--- src/rtl/vlsm_pkg.sv ---
// shared constants, codes and control structs of the subnet allocator
`timescale 1ns / 1ps

package vlsm_pkg;

  localparam int MAX_REQUESTS   = 16;
  localparam int IDX_W          = (MAX_REQUESTS > 1) ? $clog2(MAX_REQUESTS) : 1;
  localparam int LOAD_W         = $clog2(MAX_REQUESTS + 1);
  localparam int COUNT_W        = 30;
  localparam int HOST_BITS_MAX  = 30;
  localparam int HB_W           = 5;
  localparam int ADDR_W         = 32;
  localparam int PFX_W          = 6;
  localparam int RIDX_W         = 6;
  localparam int CFG_IDX_W      = 2;
  localparam int CFG_DATA_W     = 32;
  localparam int PREFIX_RESET   = 24;

  localparam logic [CFG_IDX_W-1:0] REG_BASE   = 2'd0;
  localparam logic [CFG_IDX_W-1:0] REG_PREFIX = 2'd1;

  typedef enum logic [1:0] {
    ST_OK        = 2'd0,
    ST_NO_SPACE  = 2'd1,
    ST_TOO_LARGE = 2'd2,
    ST_TOO_MANY  = 2'd3
  } status_t;

  typedef struct packed {
    logic accept;
    logic clear;
    logic start;
    logic ld_err;
    logic rd_i;
    logic cap_i;
    logic eval_j;
    logic wr_rank;
    logic ld_res;
    logic next_item;
  } cmd_t;

  typedef struct packed {
    logic batch_err;
    logic i_last;
    logic j_last;
    logic res_last;
  } stat_t;

endpackage

--- src/rtl/vlsm_if.sv ---
// request and result channel interfaces
`timescale 1ns / 1ps

interface vlsm_req_if import vlsm_pkg::*; ();
  logic               valid;
  logic               ready;
  logic [COUNT_W-1:0] station_count;
  logic               last_request;

  modport source(output valid, station_count, last_request, input ready);
  modport sink(input valid, station_count, last_request, output ready);
endinterface

interface vlsm_res_if import vlsm_pkg::*; ();
  logic              valid;
  logic              ready;
  logic [RIDX_W-1:0] request_index;
  logic [ADDR_W-1:0] assigned_address;
  logic [PFX_W-1:0]  subnet_prefix;
  logic [1:0]        status;
  logic              last_result;

  modport source(output valid, request_index, assigned_address, subnet_prefix, status,
                 last_result, input ready);
  modport sink(input valid, request_index, assigned_address, subnet_prefix, status,
               last_result, output ready);
endinterface

--- src/rtl/vlsm_ctrl.sv ---
// controller state machine: load, rank sort and result sequencing
`timescale 1ns / 1ps

module vlsm_ctrl import vlsm_pkg::*; (
  input  logic  clk,
  input  logic  rst,
  input  logic  req_valid,
  input  logic  req_last,
  output logic  req_ready,
  output logic  res_valid,
  input  logic  res_ready,
  output cmd_t  cmd,
  input  stat_t stat
);

  typedef enum logic [10:0] {
    S_LOAD    = 11'b000_0000_0001,
    S_START   = 11'b000_0000_0010,
    S_SORT_RI = 11'b000_0000_0100,
    S_SORT_CI = 11'b000_0000_1000,
    S_SORT_RJ = 11'b000_0001_0000,
    S_SORT_EJ = 11'b000_0010_0000,
    S_SORT_WR = 11'b000_0100_0000,
    S_EMIT_RO = 11'b000_1000_0000,
    S_EMIT_RH = 11'b001_0000_0000,
    S_EMIT_C  = 11'b010_0000_0000,
    S_EMIT_O  = 11'b100_0000_0000
  } state_t;

  state_t state, state_next;

  always_ff @(posedge clk) begin
    if (rst) begin
      state <= S_LOAD;
    end else begin
      state <= state_next;
    end
  end

  always_comb begin
    state_next = state;
    unique case (state)
      S_LOAD:    if (req_valid && req_last) state_next = S_START;
      S_START:   state_next = stat.batch_err ? S_EMIT_O : S_SORT_RI;
      S_SORT_RI: state_next = S_SORT_CI;
      S_SORT_CI: state_next = S_SORT_RJ;
      S_SORT_RJ: state_next = S_SORT_EJ;
      S_SORT_EJ: state_next = stat.j_last ? S_SORT_WR : S_SORT_RJ;
      S_SORT_WR: state_next = stat.i_last ? S_EMIT_RO : S_SORT_RI;
      S_EMIT_RO: state_next = S_EMIT_RH;
      S_EMIT_RH: state_next = S_EMIT_C;
      S_EMIT_C:  state_next = S_EMIT_O;
      S_EMIT_O: begin
        if (res_ready) state_next = stat.res_last ? S_LOAD : S_EMIT_RO;
      end
      default:   state_next = S_LOAD;
    endcase
  end

  assign req_ready = (state == S_LOAD);
  assign res_valid = (state == S_EMIT_O);

  always_comb begin
    cmd           = '0;
    cmd.accept    = (state == S_LOAD) && req_valid;
    cmd.start     = (state == S_START);
    cmd.ld_err    = (state == S_START) && stat.batch_err;
    cmd.rd_i      = (state == S_SORT_RI);
    cmd.cap_i     = (state == S_SORT_CI);
    cmd.eval_j    = (state == S_SORT_EJ);
    cmd.wr_rank   = (state == S_SORT_WR);
    cmd.ld_res    = (state == S_EMIT_C);
    cmd.next_item = (state == S_EMIT_O) && res_ready && !stat.res_last;
    cmd.clear     = (state == S_EMIT_O) && res_ready && stat.res_last;
  end

  a_no_overlap: assert property (@(posedge clk) disable iff (rst)
    !(req_ready && res_valid))
    else $error("request and result sides open together");

  a_last_starts: assert property (@(posedge clk) disable iff (rst)
    (req_valid && req_ready && req_last) |=> (state == S_START))
    else $error("last request did not start allocation");

  a_onehot: assert property (@(posedge clk) disable iff (rst)
    $onehot(state))
    else $error("controller state not one-hot");

endmodule

--- src/rtl/vlsm_dp.sv ---
// datapath: request stores, rank sort, offset cursor and result register
`timescale 1ns / 1ps

module vlsm_dp import vlsm_pkg::*; (
  input  logic                  clk,
  input  logic                  rst,
  input  logic                  cfg_we,
  input  logic [CFG_IDX_W-1:0]  cfg_index,
  input  logic [CFG_DATA_W-1:0] cfg_data,
  input  logic [COUNT_W-1:0]    station_count,
  input  cmd_t                  cmd,
  output stat_t                 stat,
  output logic [RIDX_W-1:0]     request_index,
  output logic [ADDR_W-1:0]     assigned_address,
  output logic [PFX_W-1:0]      subnet_prefix,
  output status_t               status,
  output logic                  last_result
);

  localparam int COUNT_W1 = COUNT_W + 1;

  function automatic logic [HB_W-1:0] host_bits_for(input logic [COUNT_W-1:0] count);
    logic [COUNT_W1-1:0] v;
    logic [HB_W-1:0]     h;
    // bit length of count + 1, held at the largest host field
    v = {1'b0, count} + COUNT_W1'(1);
    h = HB_W'(1);
    for (int k = 1; k < COUNT_W; k++) begin
      if (v[k]) h = HB_W'(k + 1);
    end
    if (v[COUNT_W]) h = HB_W'(HOST_BITS_MAX);
    return h;
  endfunction

  logic [COUNT_W-1:0] count_mem [MAX_REQUESTS];
  logic [HB_W-1:0]    hb_mem    [MAX_REQUESTS];
  logic [IDX_W-1:0]   ord_mem   [MAX_REQUESTS];

  logic [COUNT_W-1:0] cnt_rdata;
  logic [HB_W-1:0]    hb_rdata;
  logic [IDX_W-1:0]   ord_rdata;
  logic [IDX_W-1:0]   cnt_raddr;

  logic [ADDR_W-1:0]  base;
  logic [PFX_W-1:0]   prefix;
  logic [LOAD_W-1:0]  loaded;
  logic [ADDR_W:0]    cursor;
  logic [ADDR_W:0]    sum_q;
  status_t            err;
  logic [IDX_W-1:0]   err_idx;

  logic [IDX_W-1:0]   i, j, rank;
  logic [COUNT_W-1:0] ci;

  logic               has_room;
  logic               too_large;
  logic [LOAD_W-1:0]  last_pos;
  logic [ADDR_W:0]    space;
  logic [ADDR_W:0]    sum;
  logic               fits;
  logic               beats_i;

  assign has_room  = loaded < LOAD_W'(MAX_REQUESTS);
  assign too_large = &station_count;
  assign last_pos  = loaded - LOAD_W'(1);
  assign cnt_raddr = cmd.rd_i ? i : j;

  // block size of the base network, a single address for oversized prefixes
  assign space = (prefix >= PFX_W'(ADDR_W)) ? (ADDR_W+1)'(1)
                                           : ((ADDR_W+1)'(1) << (PFX_W'(ADDR_W) - prefix));
  assign sum   = cursor + ((ADDR_W+1)'(1) << hb_rdata);
  assign fits  = (sum <= space);

  // stable descending order: larger count, or equal count that arrived earlier
  assign beats_i = (cnt_rdata > ci) || ((cnt_rdata == ci) && (j < i));

  assign stat.batch_err = (err != ST_OK);
  assign stat.i_last    = ({1'b0, i} == last_pos);
  assign stat.j_last    = ({1'b0, j} == last_pos);
  assign stat.res_last  = last_result;

  // configuration registers
  always_ff @(posedge clk) begin
    if (rst) begin
      base   <= '0;
      prefix <= PFX_W'(PREFIX_RESET);
    end else if (cfg_we) begin
      unique case (cfg_index)
        REG_BASE:   base   <= cfg_data[ADDR_W-1:0];
        REG_PREFIX: prefix <= cfg_data[PFX_W-1:0];
        default:    ;
      endcase
    end
  end

  // stores, written and read with registered data
  always_ff @(posedge clk) begin
    if (cmd.accept && has_room) begin
      count_mem[loaded[IDX_W-1:0]] <= station_count;
      hb_mem[loaded[IDX_W-1:0]]    <= host_bits_for(station_count);
    end
    if (cmd.wr_rank) begin
      ord_mem[rank] <= i;
    end
    cnt_rdata <= count_mem[cnt_raddr];
    ord_rdata <= ord_mem[i];
    hb_rdata  <= hb_mem[ord_rdata];
  end

  // batch state
  always_ff @(posedge clk) begin
    if (rst) begin
      loaded <= '0;
      cursor <= '0;
      err    <= ST_OK;
    end else if (cmd.clear) begin
      loaded <= '0;
      cursor <= '0;
      err    <= ST_OK;
    end else begin
      if (cmd.accept) begin
        if (has_room) begin
          loaded <= loaded + LOAD_W'(1);
          if (too_large && err == ST_OK) err <= ST_TOO_LARGE;
        end else if (err == ST_OK) begin
          err <= ST_TOO_MANY;
        end
      end
      if (cmd.next_item) cursor <= sum_q;
    end
  end

  always_ff @(posedge clk) begin
    if (cmd.accept && has_room && too_large && err == ST_OK) begin
      err_idx <= loaded[IDX_W-1:0];
    end
  end

  // sort and emit counters
  always_ff @(posedge clk) begin
    if (cmd.start) i <= '0;
    if (cmd.cap_i) begin
      ci   <= cnt_rdata;
      j    <= '0;
      rank <= '0;
    end
    if (cmd.eval_j) begin
      if (beats_i) rank <= rank + IDX_W'(1);
      j <= j + IDX_W'(1);
    end
    if (cmd.wr_rank) i <= stat.i_last ? '0 : i + IDX_W'(1);
    if (cmd.next_item) i <= i + IDX_W'(1);
  end

  // result register
  always_ff @(posedge clk) begin
    if (rst) begin
      last_result <= 1'b0;
    end else if (cmd.ld_err) begin
      last_result <= 1'b1;
    end else if (cmd.ld_res) begin
      last_result <= !fits || stat.i_last;
    end
  end

  always_ff @(posedge clk) begin
    if (cmd.ld_err) begin
      request_index    <= (err == ST_TOO_LARGE) ? RIDX_W'(err_idx) : '0;
      assigned_address <= '0;
      subnet_prefix    <= '0;
      status           <= err;
    end else if (cmd.ld_res) begin
      request_index    <= RIDX_W'(ord_rdata);
      assigned_address <= fits ? (base | cursor[ADDR_W-1:0]) : '0;
      subnet_prefix    <= PFX_W'(ADDR_W) - PFX_W'(hb_rdata);
      status           <= fits ? ST_OK : ST_NO_SPACE;
      sum_q            <= sum;
    end
  end

  a_load_bound: assert property (@(posedge clk) disable iff (rst)
    loaded <= LOAD_W'(MAX_REQUESTS))
    else $error("request count past store depth");

  a_clear: assert property (@(posedge clk) disable iff (rst)
    cmd.clear |=> (loaded == '0) && (cursor == '0) && (err == ST_OK))
    else $error("batch not cleared after final item");

  a_cursor_bound: assert property (@(posedge clk) disable iff (rst)
    cursor <= {1'b1, {ADDR_W{1'b0}}})
    else $error("offset cursor beyond address space");

endmodule

--- src/rtl/vlsm_subnet_allocator.sv ---
// top level: vlsm subnet allocator
// requests load one item per cycle while loading, no result until the last request of a batch
// error batch: one result item, loaded in the start state after the last request
// otherwise the rank sort runs over the n stored requests (one count store read per cycle),
// then each result item passes the read, hold and capture states after the previous is taken
// synchronous reset clears the batch, base_address to 0 and prefix_length to 24
`timescale 1ns / 1ps

module vlsm_subnet_allocator import vlsm_pkg::*; (
  input  logic                  clk,
  input  logic                  rst,
  input  logic                  cfg_we,
  input  logic [CFG_IDX_W-1:0]  cfg_index,
  input  logic [CFG_DATA_W-1:0] cfg_data,
  vlsm_req_if.sink              req,
  vlsm_res_if.source            res
);

  cmd_t    cmd;
  stat_t   stat;
  status_t res_status;

  vlsm_ctrl u_ctrl (
    .clk       (clk),
    .rst       (rst),
    .req_valid (req.valid),
    .req_last  (req.last_request),
    .req_ready (req.ready),
    .res_valid (res.valid),
    .res_ready (res.ready),
    .cmd       (cmd),
    .stat      (stat)
  );

  vlsm_dp u_dp (
    .clk              (clk),
    .rst              (rst),
    .cfg_we           (cfg_we),
    .cfg_index        (cfg_index),
    .cfg_data         (cfg_data),
    .station_count    (req.station_count),
    .cmd              (cmd),
    .stat             (stat),
    .request_index    (res.request_index),
    .assigned_address (res.assigned_address),
    .subnet_prefix    (res.subnet_prefix),
    .status           (res_status),
    .last_result      (res.last_result)
  );

  assign res.status = res_status;

endmodule

--- src/flat_wrapper.sv ---
// flat-port wrapper written by rule: the top's interface ports become plain ports
module vlsm_subnet_allocator_flat import vlsm_pkg::*;
  (clk, rst, cfg_we, cfg_index, cfg_data, req_valid, req_station_count, req_last_request, req_ready, res_valid, res_request_index, res_assigned_address, res_subnet_prefix, res_status, res_last_result, res_ready);
  vlsm_req_if req_i ();
  vlsm_res_if res_i ();
  input  logic clk;
  input  logic rst;
  input  logic cfg_we;
  input  logic [CFG_IDX_W-1:0] cfg_index;
  input  logic [CFG_DATA_W-1:0] cfg_data;
  input wire logic [$bits(req_i.valid)-1:0] req_valid;
  input wire logic [$bits(req_i.station_count)-1:0] req_station_count;
  input wire logic [$bits(req_i.last_request)-1:0] req_last_request;
  output wire logic [$bits(req_i.ready)-1:0] req_ready;
  output wire logic [$bits(res_i.valid)-1:0] res_valid;
  output wire logic [$bits(res_i.request_index)-1:0] res_request_index;
  output wire logic [$bits(res_i.assigned_address)-1:0] res_assigned_address;
  output wire logic [$bits(res_i.subnet_prefix)-1:0] res_subnet_prefix;
  output wire logic [$bits(res_i.status)-1:0] res_status;
  output wire logic [$bits(res_i.last_result)-1:0] res_last_result;
  input wire logic [$bits(res_i.ready)-1:0] res_ready;
  assign req_i.valid = req_valid;
  assign req_i.station_count = req_station_count;
  assign req_i.last_request = req_last_request;
  assign req_ready = req_i.ready;
  assign res_valid = res_i.valid;
  assign res_request_index = res_i.request_index;
  assign res_assigned_address = res_i.assigned_address;
  assign res_subnet_prefix = res_i.subnet_prefix;
  assign res_status = res_i.status;
  assign res_last_result = res_i.last_result;
  assign res_i.ready = res_ready;
  vlsm_subnet_allocator u_core (.clk(clk), .rst(rst), .cfg_we(cfg_we), .cfg_index(cfg_index), .cfg_data(cfg_data), .req(req_i), .res(res_i));
endmodule
--- config.mk ---
export PLATFORM = sky130hd
export DESIGN_NAME = vlsm_subnet_allocator_flat
export DESIGN_NICKNAME = d
export VERILOG_FILES = /design/src/rtl/vlsm_pkg.sv /design/src/rtl/vlsm_if.sv /design/src/rtl/vlsm_ctrl.sv /design/src/rtl/vlsm_dp.sv /design/src/rtl/vlsm_subnet_allocator.sv /design/src/flat_wrapper.sv
export SDC_FILE = /design/constraint.sdc
export NUM_CORES = 1
export LEC_CHECK = 0
export ABC_AREA = 1
export ABC_CLOCK_PERIOD_IN_PS = 12150
export BUFFER_PORTS_ARGS = -buffer_cell sky130_fd_sc_hd__buf_2
export CAP_MARGIN = 25
export CORE_UTILIZATION = 45
export DETAILED_ROUTE_END_ITERATION = 7
export GPL_TIMING_DRIVEN = 0
export SETUP_SLACK_MARGIN = 0.02
export SYNTH_ARGS = -nofsm -noshare
export SYNTH_HDL_FRONTEND = slang
export SYNTH_SLANG_ARGS = --single-unit
--- constraint.sdc ---
create_clock -name clk -period 12.15 [get_ports clk]
set_clock_uncertainty 0.2 [all_clocks]
set_input_delay 1.215 -clock clk [delete_from_list [all_inputs] [get_ports clk]]
set_output_delay 1.215 -clock clk [all_outputs]
set_load 0.02 [all_outputs]
; Word-level counts from Yosys, hierarchy flattened
; Memory sizes are Yosys's and may differ from the RTL's. A register that Yosys moved wholly into a read port is not among the register bits.
; Cells that the tools add are included.
[classes]
shift = 2
order_cmp = 5
mux = 65
eq_ne = 19
bitwise = 2
n_reduce_logical = 30
n_addsub = 9
[ops]
columns = op, n
row1 = $mux W5, 30
row2 = $pmux W11 S11, 1
row3 = $mux W4, 11
row4 = $add A33 B33 Y33, 1
row5 = $le A33 B33 Y1, 1
row6 = $mux W11, 3
row7 = $mux W33, 1
row8 = $shl A1 B5 Y33 const A, 1
row9 = $shl A1 B6 Y33 const A, 1
row10 = $mux W32, 1
row11 = $or A32 B32 Y32, 1
row12 = $add A30 B1 Y31 const B, 1
row13 = $eq A30 B30 Y1, 1
row14 = $gt A30 B30 Y1, 1
row15 = $reduce_and A30 Y1, 1
row16 = $mux W8, 2
row17 = $add A4 B1 Y4 const B, 3
row18 = $mux W2, 6
row19 = $mux W6, 2
row20 = $eq A11 B1 Y1 const B, 1
row21 = $eq A11 B10 Y1 const B, 1
row22 = $eq A11 B11 Y1 const B, 1
row23 = $eq A11 B2 Y1 const B, 1
row24 = $eq A11 B3 Y1 const B, 1
row25 = other kinds (29), 58
[word_totals]
register_bits = 215
elab_cells = 152
mem_count = 3
ram_bits = 624
[mem_list]
columns = memory, words, word_bits, read_ports, rd_ports_with_merged_regs, write_ports, line_no
row1 = u_core.u_dp.count_mem, 16, 30, 1, 1, 1, vlsm_dp.sv:35  ; logic [COUNT_W-1:0] count_mem [MAX_REQUESTS];
row2 = u_core.u_dp.hb_mem, 16, 5, 1, 1, 1, vlsm_dp.sv:36  ; logic [HB_W-1:0] hb_mem [MAX_REQUESTS];
row3 = u_core.u_dp.ord_mem, 16, 4, 1, 1, 1, vlsm_dp.sv:37  ; logic [IDX_W-1:0] ord_mem [MAX_REQUESTS];

; Depth between registers and ports, before layout
; Gate-level depths: netlist of run 1.
[logic_depth]
depth_word = 32
ltp_mapped = 35

; Modules after synthesis
; A second synthesis of run 1 with hierarchy kept.
[unflattened]
cells_unflattened = 3605
area_unflattened_um2 = 38543.2
[modules_own_cells]
columns = mod, area_each_um2, seq_area_each_um2, cells_per_inst, n_inst
row1 = vlsm_dp, 37826.3, 24373.4, 3488, 1
row2 = vlsm_ctrl, 716.9, 220.2, 117, 1

; Least setup slack after synthesis of run 1
; No wires, ideal clock.
[synth_path]
kind = reg-to-reg
start = register u_core.u_dp.hb_rdata[0] (read register of u_core.u_dp.hb_mem)
end = register u_core.u_dp.assigned_address[26]
t_arrival_ns = 4.548
stages_incl_launch_ff = 32
n_path_buf = 1
slack_ns = 7.324
t_required_ns = 11.872
cell_sequence = dfxtp_1 > inv_1 > ha_1 > ha_1 > inv_1 > nor2_1 > ha_1 > inv_1 > fa_1 > inv_1 > a21oi_1 > o21ai_1 > a21boi_1 > o21ai_1 > a21boi_1 > o21ai_1 > a21oi_1 > o21ai_0 > nand2_1 > nand2_1 > xor2_1 > ha_1 > a21oi_1 > nor2_1 > a211oi_1 > o21ai_0 > a221oi_1 > nand2_1 > nand2_1 > inv_1 > clkbuf_1 > o22ai_1
[synth_via]
elab_chain_len = 4
[synth_rtl]
columns = item, line_no
row1 = "start, declared", vlsm_dp.sv:40  ; logic [HB_W-1:0] hb_rdata;
row2 = $shl A1 B5 Y33, vlsm_dp.sv:71  ; assign sum = cursor + ((ADDR_W+1)'(1) << hb_rdata);
row3 = $add A33 B33 Y33, vlsm_dp.sv:71
row4 = via u_core.u_dp.sum[26], vlsm_dp.sv:59  ; logic [ADDR_W:0] sum;
row5 = $le A33 B33 Y1, vlsm_dp.sv:72  ; assign fits = (sum <= space);
row6 = $mux W32, vlsm_dp.sv:174  ; assigned_address <= fits ? (base | cursor[ADDR_W-1:0]) : '0;
row7 = "end signal, assigned", vlsm_dp.sv:174
row8 = "end, declared", vlsm_dp.sv:14  ; output logic [ADDR_W-1:0] assigned_address,
; The timed path passes the listed nets, and every way through them passes these cells.
; A chain may end at the register's enable or synchronous reset.

; Worst setup path after layout of run 1
[layout_path]
start = register u_core.u_dp.hb_rdata[4] (read register of u_core.u_dp.hb_mem)
end = register u_core.u_dp.assigned_address[20]
; The elaborated chain is that of the path after synthesis.

==> metrics.md, run 1 <==
| Metric | Value |
|---|---|
| Wire length of the first global-routing pass | `159000 µm` |
| Reg-to-reg startpoint | `u_core.u_dp.hb_rdata[4]$_DFF_P_` |
| Min setup slack post-route | `5.45 ns` |
| Total global routing overflow | `0` |
| Fin crit period | `6.70 ns` |
| Transition time at the pin with the least slew margin | `1.00 ns` |
| Main flop type after synthesis | `sky130_fd_sc_hd__edfxtp_1` |
| Status | `finished, final reports clean` |
| Final count of negative-setup-slack endpoints | `0` |
| Xor-xnor portion of the synthesized cell area | `0.0160` |
| Area of combinational cells with multiple inputs | `11300 µm²` |
| Worst Path Class, Setup | `flop to flop` |
| Mux share of post-synthesis cell area | `0` |
| Fin Hold WS | `0.232 ns` |
| Leading post-synthesis cells by instance count | `sky130_fd_sc_hd__edfxtp_1, sky130_fd_sc_hd__nor2_1, sky130_fd_sc_hd__o21ai_0, sky130_fd_sc_hd__nand2_1, sky130_fd_sc_hd__inv_1` |
| Count of yosys warnings during synthesis | `0` |
| Launching element of the worst setup path | `u_core.u_dp.hb_rdata[4]$_DFF_P_` |
| Type of the worst min-delay path | `flop to flop` |
| Dominant cell type by area after synthesis | `sky130_fd_sc_hd__edfxtp_1` |
| Final Max Tran Viols | `0` |
| Clk_lat worst skew | `0.68 ns` |
| Sequential standard cell area | `24600 µm²` |
| Detailed Routing Iterations Pass 1 | `5` |
| Post-layout nets | `3762` |
| Netlist cell types | `51` |
| Post-placement cell area | `39800 µm²` |
| Die outline area | `84100 µm²` |
| Worst path most repeated cell | `sky130_fd_sc_hd__nand2_1` |
| Final worst-path cycle share | `0.551` |
| Post-CTS Hold Buffers | `0` |
| Routed vias/inst | `5.65` |
| Highest Clock Rate | `149 MHz` |
| Post-cts sizing count | `0` |
| Initial core utilization | `0.454` |
| Vertical extent of the die | `290 µm` |
| Average wire length per cell after detail routing | `22.7 µm` |
| Sink Count | `876` |
| Max-capacitance violation count | `0` |
| FFs w/ async S/R, synth | `0` |
| Post-synth EDFFs | `705` |
| Cell at the root of the clock tree | `sky130_fd_sc_hd__clkbuf_16` |
| Clk buf depth | `3` |
| Layout-stage area growth over the synthesis result | `14.8%` |
| Dominant combinational cell family by area after synthesis | `compound AO/OA/AOI/OAI gates` |
| Power per unit of standard cell area | `149 nW/µm²` |
| DIE WIDTH | `290 µm` |
| Part of the Yosys area used for sequential elements | `0.659` |
| Startpoint kind of the worst setup timing path | `flop` |
| Clock buffers created by TritonCTS | `92` |
| Most numerous cell in the Yosys netlist | `sky130_fd_sc_hd__edfxtp_1` |
| Final hold viol count | `0` |
| Cell at the slowest stage of the critical path | `sky130_fd_sc_hd__fa_1` |
| Area share of fa/ha/maj cells after synthesis | `0.0401` |
| Post-Layout Inst Area | `42800 µm²` |
| Number of I/O port buffers | `115` |
| Vias | `26700` |
| Floorplan core area | `82100 µm²` |
| DRC viols | `0` |
| CTS tree | `built` |
| Number of placed I/O pins | `119` |
| Crit path max fanout | `10` |
| Synthesized area divided by synthesized cell count | `11.2 µm²` |
| Worst slack after detailed placement | `5.60 ns` |
| Post-detailed-routing wire length | `107000 µm` |
| Final antenna-violating net count | `0` |
| Leak Pwr | `15.8 nW` |
| Synth area leaders | `sky130_fd_sc_hd__edfxtp_1, sky130_fd_sc_hd__dfxtp_1, sky130_fd_sc_hd__o21ai_0, sky130_fd_sc_hd__nor2_1, sky130_fd_sc_hd__ha_1` |
| H-tree depth | `3` |
| Initial antenna violation count | `4` |
| Arrival time at the worst endpoint | `7.07 ns` |
| Overall routing resource usage | `0.253` |
| Worst IR Drop VDD | `131 µV` |
| Post-synthesis compound-gate area fraction | `0.129` |
| Register clock-pin slew on the reported worst setup and hold paths | `0.06 ns` |
| HPWL reported at the end of detailed placement | `71800 µm` |
| Setup repair after global routing missed its margin | `no` |
| Row count | `105` |
| Number of instances in the synthesized netlist | `3341` |
| Share of Yosys cell area claimed by the top area cell type | `0.567` |
| Last weighted congestion value of the routability-driven placer | `0.946` |
| Number of DRC markers in iteration 0 | `2411` |
| Fraction of the mapped netlist area in simple logic gates | `0.115` |
| Synthesized cell area | `37300 µm²` |
| Filler instances | `7222` |
| # diodes | `0` |
| Required time at the endpoint of the critical path | `12.52 ns` |
| Final sum of negative setup slack | `0 ns` |
| Largest net degree at the start of global routing | `33` |
| Largest stage delay on the critical path | `0.42 ns` |
| Buffers inserted by post-CTS timing repair | `0` |
| CP Capture Type | `flop` |
| Min-Delay Startpoint | `u_core.u_dp.cnt_rdata[0]$_DFF_P_` |
| Slew Limit Headroom | `0.325` |
| Fraction of final layout cells sized beyond drive strength 1 | `0.0895` |
| Via count of the first global-routing pass | `25700` |
| Post-synthesis sequential element count | `876` |
layout make-up:
class | count | share of cell area
plain buffers | 162 | 0.0146
clock buffers | 134 | 0.0605
clock inverters | 39 | 0.0106
inverters | 237 | 0.0208
multi-input cells | 2067 | 0.264
flip-flops and latches | 876 | 0.574
well taps | 1070 | 0.0313
repair buffers | 137 | 0.0237
routing by layer:
metal,routed length (µm),share of wire,up-vias,GRT usage
met4,3110,0.029,4,0.0850
met5,20,0.00019,-,0
met1,45300,0.42,13000,0.342
met2,51100,0.48,1093,0.416
li1,-,-,12400,-
met3,7760,0.072,185,0.0373
cells in the final DEF, fill, tap and decap left out, types with 3 or more instances in the layout:
master | netlist | routed
sky130_fd_sc_hd__a31oi_1 | 6 | 6
sky130_fd_sc_hd__nand3_2 | 7 | 7
sky130_fd_sc_hd__xnor2_1 | 25 | 25
sky130_fd_sc_hd__bufinv_16 | 0 | 5
sky130_fd_sc_hd__nor4_1 | 6 | 6
sky130_fd_sc_hd__nand3_1 | 68 | 68
sky130_fd_sc_hd__o22ai_1 | 106 | 106
sky130_fd_sc_hd__inv_2 | 3 | 3
sky130_fd_sc_hd__buf_12 | 0 | 15
sky130_fd_sc_hd__nor2_2 | 6 | 6
sky130_fd_sc_hd__a211oi_1 | 3 | 3
sky130_fd_sc_hd__inv_1 | 229 | 229
sky130_fd_sc_hd__clkbuf_8 | 0 | 11
sky130_fd_sc_hd__clkinv_2 | 0 | 9
sky130_fd_sc_hd__ha_1 | 118 | 118
sky130_fd_sc_hd__dfxtp_1 | 171 | 171
sky130_fd_sc_hd__o21ai_1 | 10 | 10
sky130_fd_sc_hd__xor2_1 | 43 | 43
sky130_fd_sc_hd__nor2_1 | 594 | 578
sky130_fd_sc_hd__o211ai_1 | 38 | 38
sky130_fd_sc_hd__clkbuf_16 | 0 | 93
sky130_fd_sc_hd__clkbuf_1 | 150 | 178
sky130_fd_sc_hd__buf_1 | 3 | 3
sky130_fd_sc_hd__o221ai_1 | 90 | 90
sky130_fd_sc_hd__nand2_1 | 288 | 288
sky130_fd_sc_hd__nand4_1 | 30 | 30
sky130_fd_sc_hd__buf_16 | 0 | 4
sky130_fd_sc_hd__clkinv_16 | 0 | 4
sky130_fd_sc_hd__clkinv_1 | 5 | 13
sky130_fd_sc_hd__o21ai_0 | 470 | 470
sky130_fd_sc_hd__o21a_1 | 6 | 6
sky130_fd_sc_hd__a21boi_1 | 7 | 7
sky130_fd_sc_hd__edfxtp_1 | 705 | 705
sky130_fd_sc_hd__nor2_4 | 5 | 21
sky130_fd_sc_hd__nor3_1 | 30 | 30
sky130_fd_sc_hd__clkinvlp_4 | 0 | 7
sky130_fd_sc_hd__a21oi_1 | 84 | 84
sky130_fd_sc_hd__buf_2 | 7 | 123
cell families after synthesis:
| logic type | count (synthesis) |
|---|---|
| AO/OA/AOI/OAI | 833 |
| XOR/XNOR | 68 |
| adder cells (fa/ha/maj) | 119 |
| buffers and inverters | 399 |
| flip-flops | 876 |
| other | 1 |
| AND/OR/NAND/NOR | 1045 |
state kept, by name (all words and copies together) (netlist names), 5 cells and up:
register                      cells
u_core.u_ctrl.state              11
u_core.u_dp.assigned_address     32
u_core.u_dp.base                 32
u_core.u_dp.ci                   30
u_core.u_dp.cnt_rdata            30
u_core.u_dp.count_mem           480
u_core.u_dp.cursor               33
u_core.u_dp.hb_mem               80
u_core.u_dp.hb_rdata              5
u_core.u_dp.loaded                5
u_core.u_dp.ord_mem              64
u_core.u_dp.prefix                6
u_core.u_dp.subnet_prefix         6
u_core.u_dp.sum_q                33
report_power, final:
| group | switching (mW) | leakage [nW] | total (mW) | internal, mW |
|---|---|---|---|---|
| logic | 0.209 | 6.49 | 0.283 | 0.0742 |
| registers | 0.0179 | 7.81 | 3.29 | 3.28 |
| clock network | 1.21 | 1.46 | 2.81 | 1.61 |
| total | 1.44 | 15.8 | 6.39 | 4.96 |
final timing paths:
path,slack (ns),cells past startpoint,endpoint
worst max-delay path,5.45,30,u_core.u_dp.assigned_address[20]$_SDFFE_PP0P_
worst min-delay path,0.23,0,u_core.u_dp.ci[0]$_DFFE_PP_
worst max register to register,5.45,30,u_core.u_dp.assigned_address[20]$_SDFFE_PP0P_
worst min register to register,0.23,0,u_core.u_dp.ci[0]$_DFFE_PP_
through the flow:
stage | instances | power, mW | utilization
after floorplan | 3342 | 3.51 | -
after CTS | 4721 | 6.42 | 0.522
after detailed placement | 4548 | 3.64 | 0.484
after global placement | 4527 | 3.63 | 0.478
final | 4722 | 6.39 | 0.522
after global routing | 4722 | 6.56 | 0.522
worst max-delay path: cells and delay by family, from the launching register on:
kind / cells / cell delay, ns
flip-flops: 1 / 0.32
XOR/XNOR: 1 / 0.29
adder cells (fa/ha/maj): 3 / 0.96
AO/OA/AOI/OAI: 13 / 2.56
AND/OR/NAND/NOR: 7 / 1.05
buffers and inverters: 6 / 1.22
(Power assumes the default switching activity.)
==> inputs of run 2 (changes only) <==
ABC_CLOCK_PERIOD_IN_PS = 6620   (was 12150)
clock period = 6.62 ns   (was 12.15 ns; I/O delays follow)
==> metrics.md, run 2 (synthesis results as in run 1) <==
| Metric | Value |
|---|---|
| Status | `finished, final reports clean` |
| Worst IR Drop VDD | `238 µV (+82%)` |
| Layout-stage area growth over the synthesis result | `14.9% (about the same)` |
| Number of I/O port buffers | `115 (unchanged)` |
| Power, Total | `11.7 mW (+84%)` |
| Most frequent standard cell in the layout excluding fill and tap cells | `sky130_fd_sc_hd__edfxtp_1` |
| DIE WIDTH | `290 µm (unchanged)` |
| Reg-to-reg slack, setup | `0.47 ns (-4.98 ns)` |
| Initial antenna violation count | `4 (unchanged)` |
| Initial core utilization | `0.454 (unchanged)` |
| HPWL reported at the end of detailed placement | `71800 µm (unchanged)` |
| Launching element of the worst setup path | `u_core.u_dp.hb_rdata[0]$_DFF_P_` |
| Startpoint kind of the worst setup timing path | `flop` |
| Vias | `26700 (+0.011%)` |
| Overall routing resource usage | `0.253 (unchanged)` |
| # diodes | `0 (unchanged)` |
| Number of placed I/O pins | `119 (unchanged)` |
| Post-placement cell area | `39800 µm² (unchanged)` |
| Final antenna-violating net count | `0 (unchanged)` |
| Floorplan core area | `82100 µm² (unchanged)` |
| Final count of negative-setup-slack endpoints | `0 (unchanged)` |
| Vertical extent of the die | `290 µm (unchanged)` |
| Commonest non-fill, non-tap cells in the layout | `sky130_fd_sc_hd__edfxtp_1, sky130_fd_sc_hd__nor2_1, sky130_fd_sc_hd__o21ai_0` |
| Setup repair after global routing missed its margin | `no` |
| Largest net degree at the start of global routing | `33 (unchanged)` |
| Clock buffers created by TritonCTS | `92 (unchanged)` |
| Fin crit period | `6.15 ns (-0.548 ns)` |
| Min-Delay Startpoint | `cfg_data[25]` |
| Wire length of the first global-routing pass | `159000 µm (unchanged)` |
| CP Capture Type | `flop` |
| Register clock-pin slew on the reported worst setup and hold paths | `0.06 ns (about the same)` |
| Last weighted congestion value of the routability-driven placer | `0.946 (unchanged)` |
| Total global routing overflow | `0 (unchanged)` |
| Transition time at the pin with the least slew margin | `1.04 ns (+0.0423 ns)` |
| Detailed Routing Iterations Pass 1 | `6 (+1)` |
| Max-capacitance violation count | `0 (unchanged)` |
| Fraction of final layout cells sized beyond drive strength 1 | `0.0926 (+0.00301)` |
| Post-layout nets | `3762 (unchanged)` |
| Routed vias/inst | `5.65 (about the same)` |
| CTS tree | `built` |
| Reg-to-reg startpoint | `u_core.u_dp.hb_rdata[0]$_DFF_P_` |
| Number of flip-flops in the largest register | `480 (unchanged)` |
| Die outline area | `84100 µm² (unchanged)` |
| Highest Clock Rate | `163 MHz (+8.9%)` |
| Final hold viol count | `0 (unchanged)` |
| Crit path max fanout | `10 (unchanged)` |
| Post-Layout Inst Area | `42900 µm² (about the same)` |
| Leak Pwr | `15.8 nW (about the same)` |
| Clk buf depth | `3 (unchanged)` |
| Largest stage delay on the critical path | `0.42 ns (about the same)` |
| Required time at the endpoint of the critical path | `6.99 ns (-5.53 ns)` |
| Number of DRC markers in iteration 0 | `2554 (+5.9%)` |
| Cell at the root of the clock tree | `sky130_fd_sc_hd__clkbuf_16` |
| Cell at the slowest stage of the critical path | `sky130_fd_sc_hd__fa_1` |
| Average wire length per cell after detail routing | `22.7 µm (about the same)` |
| Post-detailed-routing wire length | `107000 µm (about the same)` |
| Clk_lat worst skew | `0.68 ns (about the same)` |
| Power per unit of standard cell area | `274 nW/µm² (+83%)` |
| Worst Path Class, Setup | `flop to flop` |
| Final Max Tran Viols | `0 (unchanged)` |
| Arrival time at the worst endpoint | `6.52 ns (-0.55 ns)` |
| Final worst-path cycle share | `0.929 (+0.378)` |
| DRC viols | `0 (unchanged)` |
| H-tree depth | `3 (unchanged)` |
| Row count | `105 (unchanged)` |
| Sink Count | `876 (unchanged)` |
| Type of the worst min-delay path | `input pin to flop` |
| Slew Limit Headroom | `0.296 (-0.0285)` |
| Final sum of negative setup slack | `0 ns (unchanged)` |
| Via count of the first global-routing pass | `25700 (unchanged)` |
==> run 2: cell types whose count changed in the layout (fill, tap and decap cells not counted), moves of 2 or more <==
cell and change:
sky130_fd_sc_hd__o21ai_0 -2, sky130_fd_sc_hd__clkbuf_1 -4, sky130_fd_sc_hd__clkbuf_2 +2, sky130_fd_sc_hd__buf_2 +2
sky130_fd_sc_hd__o21ai_2 +2
==> run 2: worst paths after layout <==
kind / depth (start not counted) / end
max: 31 / u_core.u_dp.assigned_address[11]$_SDFFE_PP0P_
min: 3 / u_core.u_dp.base[25]$_SDFFE_PP0P_
max reg2reg: 31 / u_core.u_dp.assigned_address[11]$_SDFFE_PP0P_
min reg2reg: 0 / u_core.u_dp.ci[0]$_DFFE_PP_
==> run 2: worst max-delay path, delay by kind of cell (launching register included) <==
| kind | cells | cell delay, ns |
|---|---|---|
| AOI/OAI and AO/OA | 13 | 2.31 |
| xor gates and xnor gates | 1 | 0.22 |
| adders and majority gates | 5 | 1.27 |
| buffers and inverters | 6 | 0.93 |
| DFF | 1 | 0.33 |
| and+or+nand+nor | 6 | 0.80 |
==> run 2: area by class of cell <==
cell class / count / area [µm²]
tap: 1070 / 1340
sequential: 876 / 24600
inverter: 237 / 893
clock inverter: 39 / 455
fill: 7217 / 39200
timing repair buffer: 137 / 1020
buffer: 162 / 631
multi-input combinational: 2067 / 11300
clock buffer: 134 / 2590
==> run 2: per-layer routing <==
metal / part of all wire / up-vias / wire (µm) / track usage
li1: - / 12400 / - / -
met1: 0.42 / 13000 / 45200 / 0.342
met2: 0.48 / 1097 / 51100 / 0.416
met3: 0.073 / 187 / 7850 / 0.0373
met4: 0.030 / 4 / 3190 / 0.0850
met5: 0.00019 / - / 20 / 0
==> run 2: through the flow <==
stage               worst slack, ns   util  hold WS (ns)  instances
floorplan                      1.79      -         0.206       3342
global placement             0.0460  0.478         0.214       4527
detailed placement           0.0694  0.484         0.220       4548
CTS                          0.0447  0.522       0.00271       4721
global route                 0.0334  0.522        0.0259       4722
finish                        0.470  0.522        0.0260       4722
==> run 2: report_power, final <==
| part | switching [mW] | leakage, nW | internal, mW |
|---|---|---|---|
| logic | 0.385 | 6.50 | 0.139 |
| clock network | 2.21 | 1.46 | 2.95 |
| registers | 0.0330 | 7.81 | 6.01 |
==> run 2: repair_timing <==
item	4_1_cts	5_1_grt
gates resized for setup	0	19
setup endpoints to repair	0	33
hold buffers	0	0
hold endpoints to repair	0	0
buffers inserted	0	0
